### src/rtl/gan_ram.sv
// gan_ram: simple dual-port synchronous memory, one write and one registered read
// used for the node, edge and search-cost stores; no package dependency
module gan_ram #(
    parameter int W = 8,
    parameter int D = 64
) (
    input  logic                 i_clk,
    input  logic                 i_we,
    input  logic [$clog2(D)-1:0] i_waddr,
    input  logic [W-1:0]         i_wdata,
    input  logic                 i_re,
    input  logic [$clog2(D)-1:0] i_raddr,
    output logic [W-1:0]         o_rdata
);

    logic [W-1:0] r_mem [D];
    logic [W-1:0] r_rdata;

    // write port
    always_ff @(posedge i_clk) begin
        if (i_we) begin
            r_mem[i_waddr] <= i_wdata;
        end
    end

    // registered read, held while not enabled
    always_ff @(posedge i_clk) begin
        if (i_re) begin
            r_rdata <= r_mem[i_raddr];
        end
    end

    assign o_rdata = r_rdata;

endmodule

### config.mk
export PLATFORM = sky130hd
export DESIGN_NAME = gan_ram
export DESIGN_NICKNAME = d
export VERILOG_FILES = /design/src/rtl/gan_ram.sv
export SDC_FILE = /design/constraint.sdc
export NUM_CORES = 1
export LEC_CHECK = 0
export BUFFER_PORTS_ARGS = -buffer_cell sky130_fd_sc_hd__buf_4
export CAP_MARGIN = 5
export CORE_MARGIN = 4
export CORE_UTILIZATION = 27
export CTS_CLUSTER_DIAMETER = 200
export DETAILED_ROUTE_END_ITERATION = 6
export HOLD_SLACK_MARGIN = 0.02
export PLACE_DENSITY = 0.43
export SYNTH_ARGS = -nofsm -noshare
export SYNTH_HDL_FRONTEND = slang
export SYNTH_SLANG_ARGS = --single-unit
### constraint.sdc
create_clock -name i_clk -period 2.3 [get_ports i_clk]
set_input_delay 0.46 -clock i_clk [delete_from_list [all_inputs] [get_ports i_clk]]
set_output_delay 0.46 -clock i_clk [all_outputs]
set_load 0.05 [all_outputs]
# Yosys cells after proc, flatten, opt, wreduce, memory -nomap -nowiden
# Memories as Yosys holds them, arrays and structs flattened. A register that Yosys moved wholly into a read port is not among the register bits.
# Cells that the tools add are included.
[op_classes]
n_addsub = 0
mul = 0
div_mod_pow = 0
n_lt_le_gt_ge = 0
n_eq_ne = 0
shifts = 0
muxes = 2
n_bitwise = 0
n_reduce_logical = 0
[op_table]
columns = ["op", "n"]
rows = [
  ["$mux W1", 2],
]
[word_totals]
register_bits = 0
latchBits = 0
ramBits = 512
romBits = 0
inputBits = 23
output_inout_bits = 8
wordCells = 3
memories = 1
[memory_table]
columns = ["name", "words", "word_bits", "rd", "rd_ports_with_merged_regs", "wr", "line_no", "rtl"]
rows = [
  ["r_mem", 64, 8, 1, 1, 1, "16", "logic [W-1:0] r_mem [D];"],
]

# Longest topological paths before layout
# Gate-level depths: netlist of the first run.
[logic_depth]
word_depth = 2
depth_mapped = 9
depth_no_buf = 5

# Least setup slack after synthesis of the first run
# Ideal clock, no wire load.
[synth_path]
kind = "input to register"
start = "input port i_raddr[1]"
end = "register r_rdata[3] (netlist: o_rdata[3]), read port of r_mem (data pin)"
setup_ns = 0.266
t_arrival_ns = 2.000
t_required_ns = 2.034
setup_slack_ns = 0.034
stages = 7
path_buffers = 3
path_cell_list = "buf_4 -> buf_2 -> buf_2 -> mux4_2 -> mux4_2 -> o21ai_1 -> o41ai_1"
[synth_rtl]
columns = ["element", "line_no", "rtl"]
rows = [
  ["start: declaration", "12", "input logic [$clog2(D)-1:0] i_raddr,"],
  ["end: declaration", "17", "logic [W-1:0] r_rdata;"],
]

==> results of run 1 <==
-- metal layers --
metal / track usage / share of wire / vias up
li1: - / - / 4314
met1: 0.185 / 0.45 / 5366
met2: 0.218 / 0.49 / 185
met3: 0.0159 / 0.034 / 68
met4: 0.0363 / 0.020 / 0
met5: 0 / 0 / -
-- cells in the final DEF (no fill, tap or decap), types with 6 or more instances in the layout --
master / n
nand3_1: 13
clkinv_1: 13
mux2_2: 13
nand2_1: 19
clkinv_2: 16
nand2b_1: 7
clkbuf_16: 53
a221oi_1: 6
nor2b_1: 14
edfxtp_1: 520
o221ai_1: 8
buf_12: 12
mux4_2: 126
nor3_1: 7
buf_4: 174
o22ai_1: 8
nor2_1: 83
mux2i_1: 23
clkbuf_1: 10
-- worst max-delay path: stages --
cell and delay (ps):
clkbuf_8 330, buf_12 200, mux4_2 530, mux4_2 550, nor2_1 170, nor3_1 100, o2bb2ai_1 150
-- power breakdown --
part	switching (mW)	internal, mW
Combinational	0.695	0.472
Clock	3.57	4.57
Sequential	0.0260	10.5
Total	4.29	15.6
-- metrics by stage --
stage / instances / area [sq um]
6_report: 2144 / 24300
5_1_grt: 2144 / 24300
2_1_floorplan: 940 / 20200
4_1_cts: 2144 / 24300
3_5_place_dp: 2045 / 22700
3_3_place_gp: 2045 / 22700
-- kinds of logic (layout without fill, tap and decap cells) --
family	after synthesis	after routing	share of synthesized area
mux	162	162	0.159
buf+inv	51	286	0.0156
compound gates	54	54	0.0206
flops	520	520	0.771
simple gates	153	153	0.0337
-- state kept, by name (all words and copies together), names as in the netlist --
signal,flops
r_mem,512
o_rdata,8
-- path summary, 6_finish.rpt --
kind         slack [ps]    endpoint          from  cells after the start
min                 190  o_rdata[4]          i_re                      1
min reg2reg         950  o_rdata[6]  r_mem[30][6]                      3
max                 130  o_rdata[0]    i_raddr[0]                      7
max reg2reg         170  o_rdata[6]  r_mem[21][6]                      6
-- area by class of cell --
class	instances	area share
Timing Repair Buffer	187	0.0641
Clock buffer	63	0.0560
Clock inverter	36	0.0110
Tap cell	969	0.0498
Sequential cell	520	0.642
Multi-Input combinational cell	369	0.177
==> impl_metrics.tcl, run 1 <==
set metrics [dict create \
    status "complete, no violations" \
    worstMarginPinSlew_ps 772 \
    ios 31 \
    synth-main-ff-cell "edfxtp_1" \
    path_class "in -> reg" \
    path_max_fanout 26 \
    yosys.area.top_type_share 0.771 \
    drv_slew 0 \
    fin_util 0.327 \
    yosys_warnings 0 \
    route.detailed.wl_per_inst_um 24.1 \
    p_leak_nw 7.78 \
    fin_skew_ps 26.5 \
    synthesis.nets 963 \
    clockBufferDepth 3 \
    antenna_found_initial 0 \
    cts_sinks 520 \
    dieWidth_um 282 \
    cts_made_buffers 53 \
    drt-initial-drc-count 652 \
    path_clk_slew_ps 60 \
    grt_pass1_vias 10622 \
    grt_max_degree 65 \
    insertion_delay_ps 620 \
    fmax_mhz 462 \
    drive_gt1_frac 0.344 \
    wl_um 51700 \
    initial_core_util 0.272 \
    synth-async-reset-ratio 0 \
    syn2layout_area_growth_pct 20.2 \
    worst_slack_ps 133 \
    viasPerCell 4.63 \
    rsz0062_at_grt "no" \
    die_h_um 282 \
    n_fill_cell 7019 \
    yosysSeqAreaShare 0.771 \
    seq_area_sq_mm 0.0156 \
    ctsResizeCount 0 \
    rows 100 \
    track_usage 0.132 \
    ys_ff_latch 520 \
    postSynthAreaPerCell_sq_um 21.5 \
    syn_inst 940 \
    dp_hpwl_um 33100 \
    setup_tns_ps 0 \
    multiInputGateArea_sq_mm 0.00432 \
    slew_headroom 0.485 \
    power_density_mw_per_mm2 815 \
    required_ps 2640 \
    vias 9933 \
    core_sq_mm 0.0744 \
    netlist_top_cells_count "edfxtp_1, mux4_2, nor2_1" \
    holdWs_ps 187 \
    synth_edf_count 520 \
    setup_violations 0 \
    post-route-period-util 0.942 \
    htree_num_levels 2 \
    ys_top_cells_by_area "edfxtp_1, mux4_2, nor2_1" \
    dr.pass1.iters 4 \
    start_kind "input port" \
    yosysTopAreaCell "edfxtp_1" \
    clock_tree.root_cell "clkbuf_16" \
    port_buffers 30 \
    cts_setup_buffers 0 \
    ant_nets 0 \
    cts_tree "done" \
    finalCriticalPeriod_ps 2170 \
    dieArea_sq_mm 0.0794 \
    syn-cell-area_sq_mm 0.0202 \
    dpl_worst_slack_ps -543 \
    nets 1154 \
    hold_class "in -> reg" \
    max-vdd-ir-drop_uv 475 \
    hold_viol 0 \
    diodes 0 \
    hold_buffers 0 \
    synth_cell_types 39 \
    crit_arrival_ps 2510 \
    grt_pass1_wl_um 75800 \
    place.gp.congestion 0.738 \
    finalPower_mw 19.8 \
    drc_errors 0 \
    cap_viol_max_count 0 \
    endpoint_kind "register" \
    overflow 0 \
    synth.most_common_cell "edfxtp_1" \
]
(Power assumes the default switching activity.)
==> run 2: changes to the inputs <==
Settings changed: ABC_AREA set to 0, RECOVER_POWER set to 50.
==> run 2 against run 1 <==
Via count up 0.10%. Core utilization is essentially flat. Worst setup slack worse by 11 ps. Combinational power barely moved. Critical path type unchanged. Critical path depth did not move. The flow now finishes with violations (capacitance limit, slew limit). Count of clock-buffer cells in the layout unchanged. Critical endpoint unchanged. Global-route usage is the same. Flip-flop and latch count did not move.
==> impl_metrics.tcl, run 2 (synthesis results as in run 1) <==
set metrics [dict create \
    drt-initial-drc-count 661 \
    intPower_mw 15.6 \
    crit_slowest_cell "mux4_2" \
    cts_made_buffers 53 \
    postPlaceCellArea_sq_mm 0.0227 \
    path_max_fanout 26 \
    nets 1154 \
    antenna_found_initial 0 \
    diodes 0 \
    clkPwrFrac 0.410 \
    power_density_mw_per_mm2 817 \
    dieWidth_um 282 \
    place.gp.congestion 0.738 \
    port_buffers 30 \
    clock_tree.root_cell "clkbuf_16" \
    path_class "in -> reg" \
    cp_cell_sequence "clkbuf_8, buf_12, mux4_2, mux4_2, nor2_1, nor3_1, o2bb2ai_1" \
    rows 100 \
    worst_slack_ps 122 \
    violations "capacitance limit, slew limit" \
    worstMarginPinSlew_ps 1810 \
    dieArea_sq_mm 0.0794 \
    fin_area_sq_mm 0.0243 \
    swShare 0.216 \
    overflow 0 \
    final_common_cell "edfxtp_1" \
    die_h_um 282 \
    rsz0062_at_grt "no" \
    drv_slew 33 \
    hold_buffers 0 \
    max-vdd-ir-drop_uv 474 \
    wl_um 51700 \
    dpl_worst_slack_ps -543 \
    layoutNonFillerInstCount 2144 \
    reg2regPathDepth 6 \
    dp_hpwl_um 33100 \
    cp_common_cell "mux4_2" \
    drc_errors 0 \
    cap_viol_max_count 1 \
    dp_cells 2045 \
    syn2layout_area_growth_pct 20.0 \
    combPwrFrac 0.059 \
    cts_setup_buffers 0 \
    largest_reg_flops 512 \
    grt_pass1_wl_um 75800 \
    dr.pass1.iters 4 \
    hold_depth 3 \
    ant_nets 0 \
    core_sq_mm 0.0744 \
    grt_pass1_vias 10622 \
    ctsResizeCount 0 \
    setup_violations 0 \
    endpoint_kind "register" \
    final_cell_mix "edfxtp_1, buf_4, mux4_2, nor2_1, clkbuf_16" \
    drive_gt1_frac 0.340 \
    viasPerCell 4.64 \
    initial_core_util 0.272 \
    finalCriticalPeriod_ps 2180 \
    p_switching_mw 4.29 \
    fmax_mhz 459 \
    post-route-period-util 0.947 \
    grt_max_degree 65 \
    status "finished, violations left" \
    ios 31 \
    n_fill_cell 7023 \
    htree_num_levels 2 \
    hold_class "in -> reg" \
    path_clk_slew_ps 60 \
    crit_arrival_ps 2520 \
    clockBufferDepth 3 \
    max_stage_delay_ps 550 \
    fin_skew_ps 25.1 \
    p_leak_nw 7.75 \
    track_usage 0.132 \
    power_frac_seq 0.532 \
    cts_tree "done" \
    hold_viol 0 \
    insertion_delay_ps 610 \
    required_ps 2640 \
    regMostFlops "r_mem" \
    slew_headroom -0.208 \
    start_kind "input port" \
    cts_sinks 520 \
    vias 9943 \
    route.detailed.wl_per_inst_um 24.1 \
]
-- run 2: changes by cell type in the layout (fill, tap and decap cells not counted), sizes merged --
| cell | before | now |
|---|---|---|
| buf | 186 | 174 |
| clkbuf | 64 | 76 |
-- run 2: path summary, 6_finish.rpt --
kind | startpoint | endpoint | slack (ps)
min | i_raddr[5] | o_rdata[1] | 370
max reg2reg | r_mem[21][6] | o_rdata[6] | 160
min reg2reg | r_mem[30][6] | o_rdata[6] | 950
max | i_raddr[0] | o_rdata[0] | 120
-- run 2: worst max-delay path: cells and delay by family --
| family | cells | cell delay (ps) |
|---|---|---|
| simple gates | 2 | 280 |
| compound gates | 1 | 150 |
| mux | 2 | 1080 |
| buf+inv | 2 | 530 |
-- run 2: metrics by stage --
step	setup TNS [ps]	hold WS, ps	utilization	total power, mW
floorplan	0	559	-	11.3
CTS	0	144	0.327	20.2
finish	0	373	0.326	19.8
global placement	-3690	788	0.305	11.9
global route	0	372	0.326	20.6
detailed placement	-3800	786	0.305	11.9
-- run 2: power groups by stage --
stage          clock network (mW)  registers [mW]  logic (mW)
6_report                     8.13            10.5        1.16
5_1_grt                      8.82            10.5        1.25
4_1_cts                      8.41            10.5        1.21
3_5_place_dp                    0            10.7        1.20
3_3_place_gp                    0            10.7        1.20
2_1_floorplan                   0            10.8       0.559
-- run 2: area by class of cell --
class                      count  area (sq um)  share of cell area
sequential                   520         15600               0.643
multi-input combinational    369          4320               0.178
timing repair buffer         187          1520              0.0627
clock buffer                  63          1360              0.0561
tap                          969          1210              0.0499
clock inverter                36           268              0.0110
-- run 2: layer usage --
metal	up-vias	track usage	part of all wire	wire, um
li1	4313	-	-	-
met1	5357	0.185	0.45	23100
met2	204	0.218	0.49	25400
met3	69	0.0159	0.041	2140
met4	0	0.0363	0.020	1030
met5	-	0	0	0
==> run 3: changes to the inputs <==
Settings changed: MAX_ROUTING_LAYER set to met4, TNS_END_PERCENT set to 100.
==> run 3 against run 2 <==
The flow still finishes with violations (capacitance limit, slew limit). Die area did not move. Register-to-register slack about the same. Sequential power barely moved. Flip-flop and latch count did not move. Cell area did not move. Worst setup slack improved by 22 ps. Combinational power barely moved. Count of clock-buffer cells in the layout is the same.
==> impl_metrics.tcl, run 3 (synthesis results as in run 1) <==
set metrics [dict create \
    status "finished, violations left" \
    violations "capacitance limit, slew limit" \
    antenna_found_initial 0 \
    place.gp.congestion 0.747 \
    path_max_fanout 26 \
    dieArea_sq_mm 0.0794 \
    cts_tree "done" \
    cts_sinks 520 \
    dp_cells 2045 \
    core_sq_mm 0.0744 \
    diodes 0 \
    htree_num_levels 2 \
    viasPerCell 4.62 \
    hold_class "in -> reg" \
    post-route-period-util 0.937 \
    grt_pass1_vias 10617 \
    drv_slew 33 \
    regMostFlops "r_mem" \
    drive_gt1_frac 0.340 \
    timing.rr.start "r_mem[29][6]" \
    p_leak_nw 7.75 \
    hold_depth 3 \
    start_kind "input port" \
    max-vdd-ir-drop_uv 474 \
    n_fill_cell 7023 \
    overflow 0 \
    drt-initial-drc-count 728 \
    fin_util 0.326 \
    nets 1154 \
    cap_viol_max_count 1 \
    endpoint_kind "register" \
    syn2layout_area_growth_pct 20.0 \
    layoutNonFillerInstCount 2144 \
    reg2regPathDepth 6 \
    setup_violations 0 \
    dp_hpwl_um 33100 \
    power_density_mw_per_mm2 817 \
    ant_nets 0 \
    final_common_cell "edfxtp_1" \
    ctsResizeCount 0 \
    final_cell_mix "edfxtp_1, buf_4, mux4_2, nor2_1, clkbuf_16" \
    die_h_um 282 \
    cts_setup_buffers 0 \
    holdWs_ps 368 \
    largest_reg_flops 512 \
    drc_errors 0 \
    path_class "in -> reg" \
    port_buffers 30 \
    fmax_mhz 464 \
    grt_pass1_wl_um 75800 \
    required_ps 2640 \
    cts_made_buffers 53 \
    hp-start "i_raddr[5]" \
    rows 100 \
    crit_arrival_ps 2500 \
    finalCriticalPeriod_ps 2160 \
    hold_viol 0 \
    clockBufferDepth 3 \
    hold_buffers 0 \
    finalPower_mw 19.8 \
    clock_tree.root_cell "clkbuf_16" \
    track_usage 0.136 \
    dr.pass1.iters 7 \
    insertion_delay_ps 610 \
    route.detailed.wl_per_inst_um 24.1 \
    grt_max_degree 65 \
    worstMarginPinSlew_ps 1830 \
    fin_skew_ps 24.4 \
    rsz0062_at_grt "no" \
    path_clk_slew_ps 60 \
    ios 31 \
    wl_um 51700 \
    vias 9897 \
    initial_core_util 0.272 \
    slew_headroom -0.217 \
    startpoint "i_raddr[0]" \
    dieWidth_um 282 \
]
run 3: cell counts in the layout (fill, tap and decap cells not counted):
Identical to the previous run, type by type.
run 3: metrics by stage:
step / area [sq um] / worst slack (ps) / setup TNS [ps]
after floorplan: 20200 / 33.7 / 0
after global placement: 22700 / -566 / -3690
after detailed placement: 22700 / -543 / -3800
after CTS: 24300 / 97.7 / 0
after global routing: 24300 / 59.4 / 0
final: 24300 / 145 / 0
run 3: area by class of cell:
cell class              instances  area (sq um)  area share
clock buffers                  63          1360      0.0561
clock inverters                36           268      0.0110
multi-input cells             369          4320       0.178
flip-flops and latches        520         15600       0.643
well taps                     969          1210      0.0499
repair buffers                187          1520      0.0627
run 3: final timing paths:
path,end,slack [ps]
worst min register to register,o_rdata[6],940
worst max-delay path,o_rdata[0],140
worst max register to register,o_rdata[6],170
worst min-delay path,o_rdata[1],370
run 3: metal layers:
metal	global-route usage	up-vias	wire (um)	part of all wire
met1	0.184	5348	23600	0.46
met5	-	-	0	0
met3	0.0161	71	1670	0.032
met2	0.219	165	25400	0.49
li1	-	4313	-	-
met4	0.0363	0	1020	0.020
run 3: power by group:
part / total, mW / leakage [nW] / internal [mW] / switching [mW]
combinational: 1.16 / 2.26 / 0.466 / 0.697
sequential: 10.5 / 4.69 / 10.5 / 0.0260
clock: 8.13 / 0.809 / 4.57 / 3.56
run 3: critical path, cell delays in order:
cell       delay (ps)
clkbuf_8          320
buf_12            200
mux4_2            530
mux4_2            550
nor2_1            170
nor3_1            100
o2bb2ai_1         150
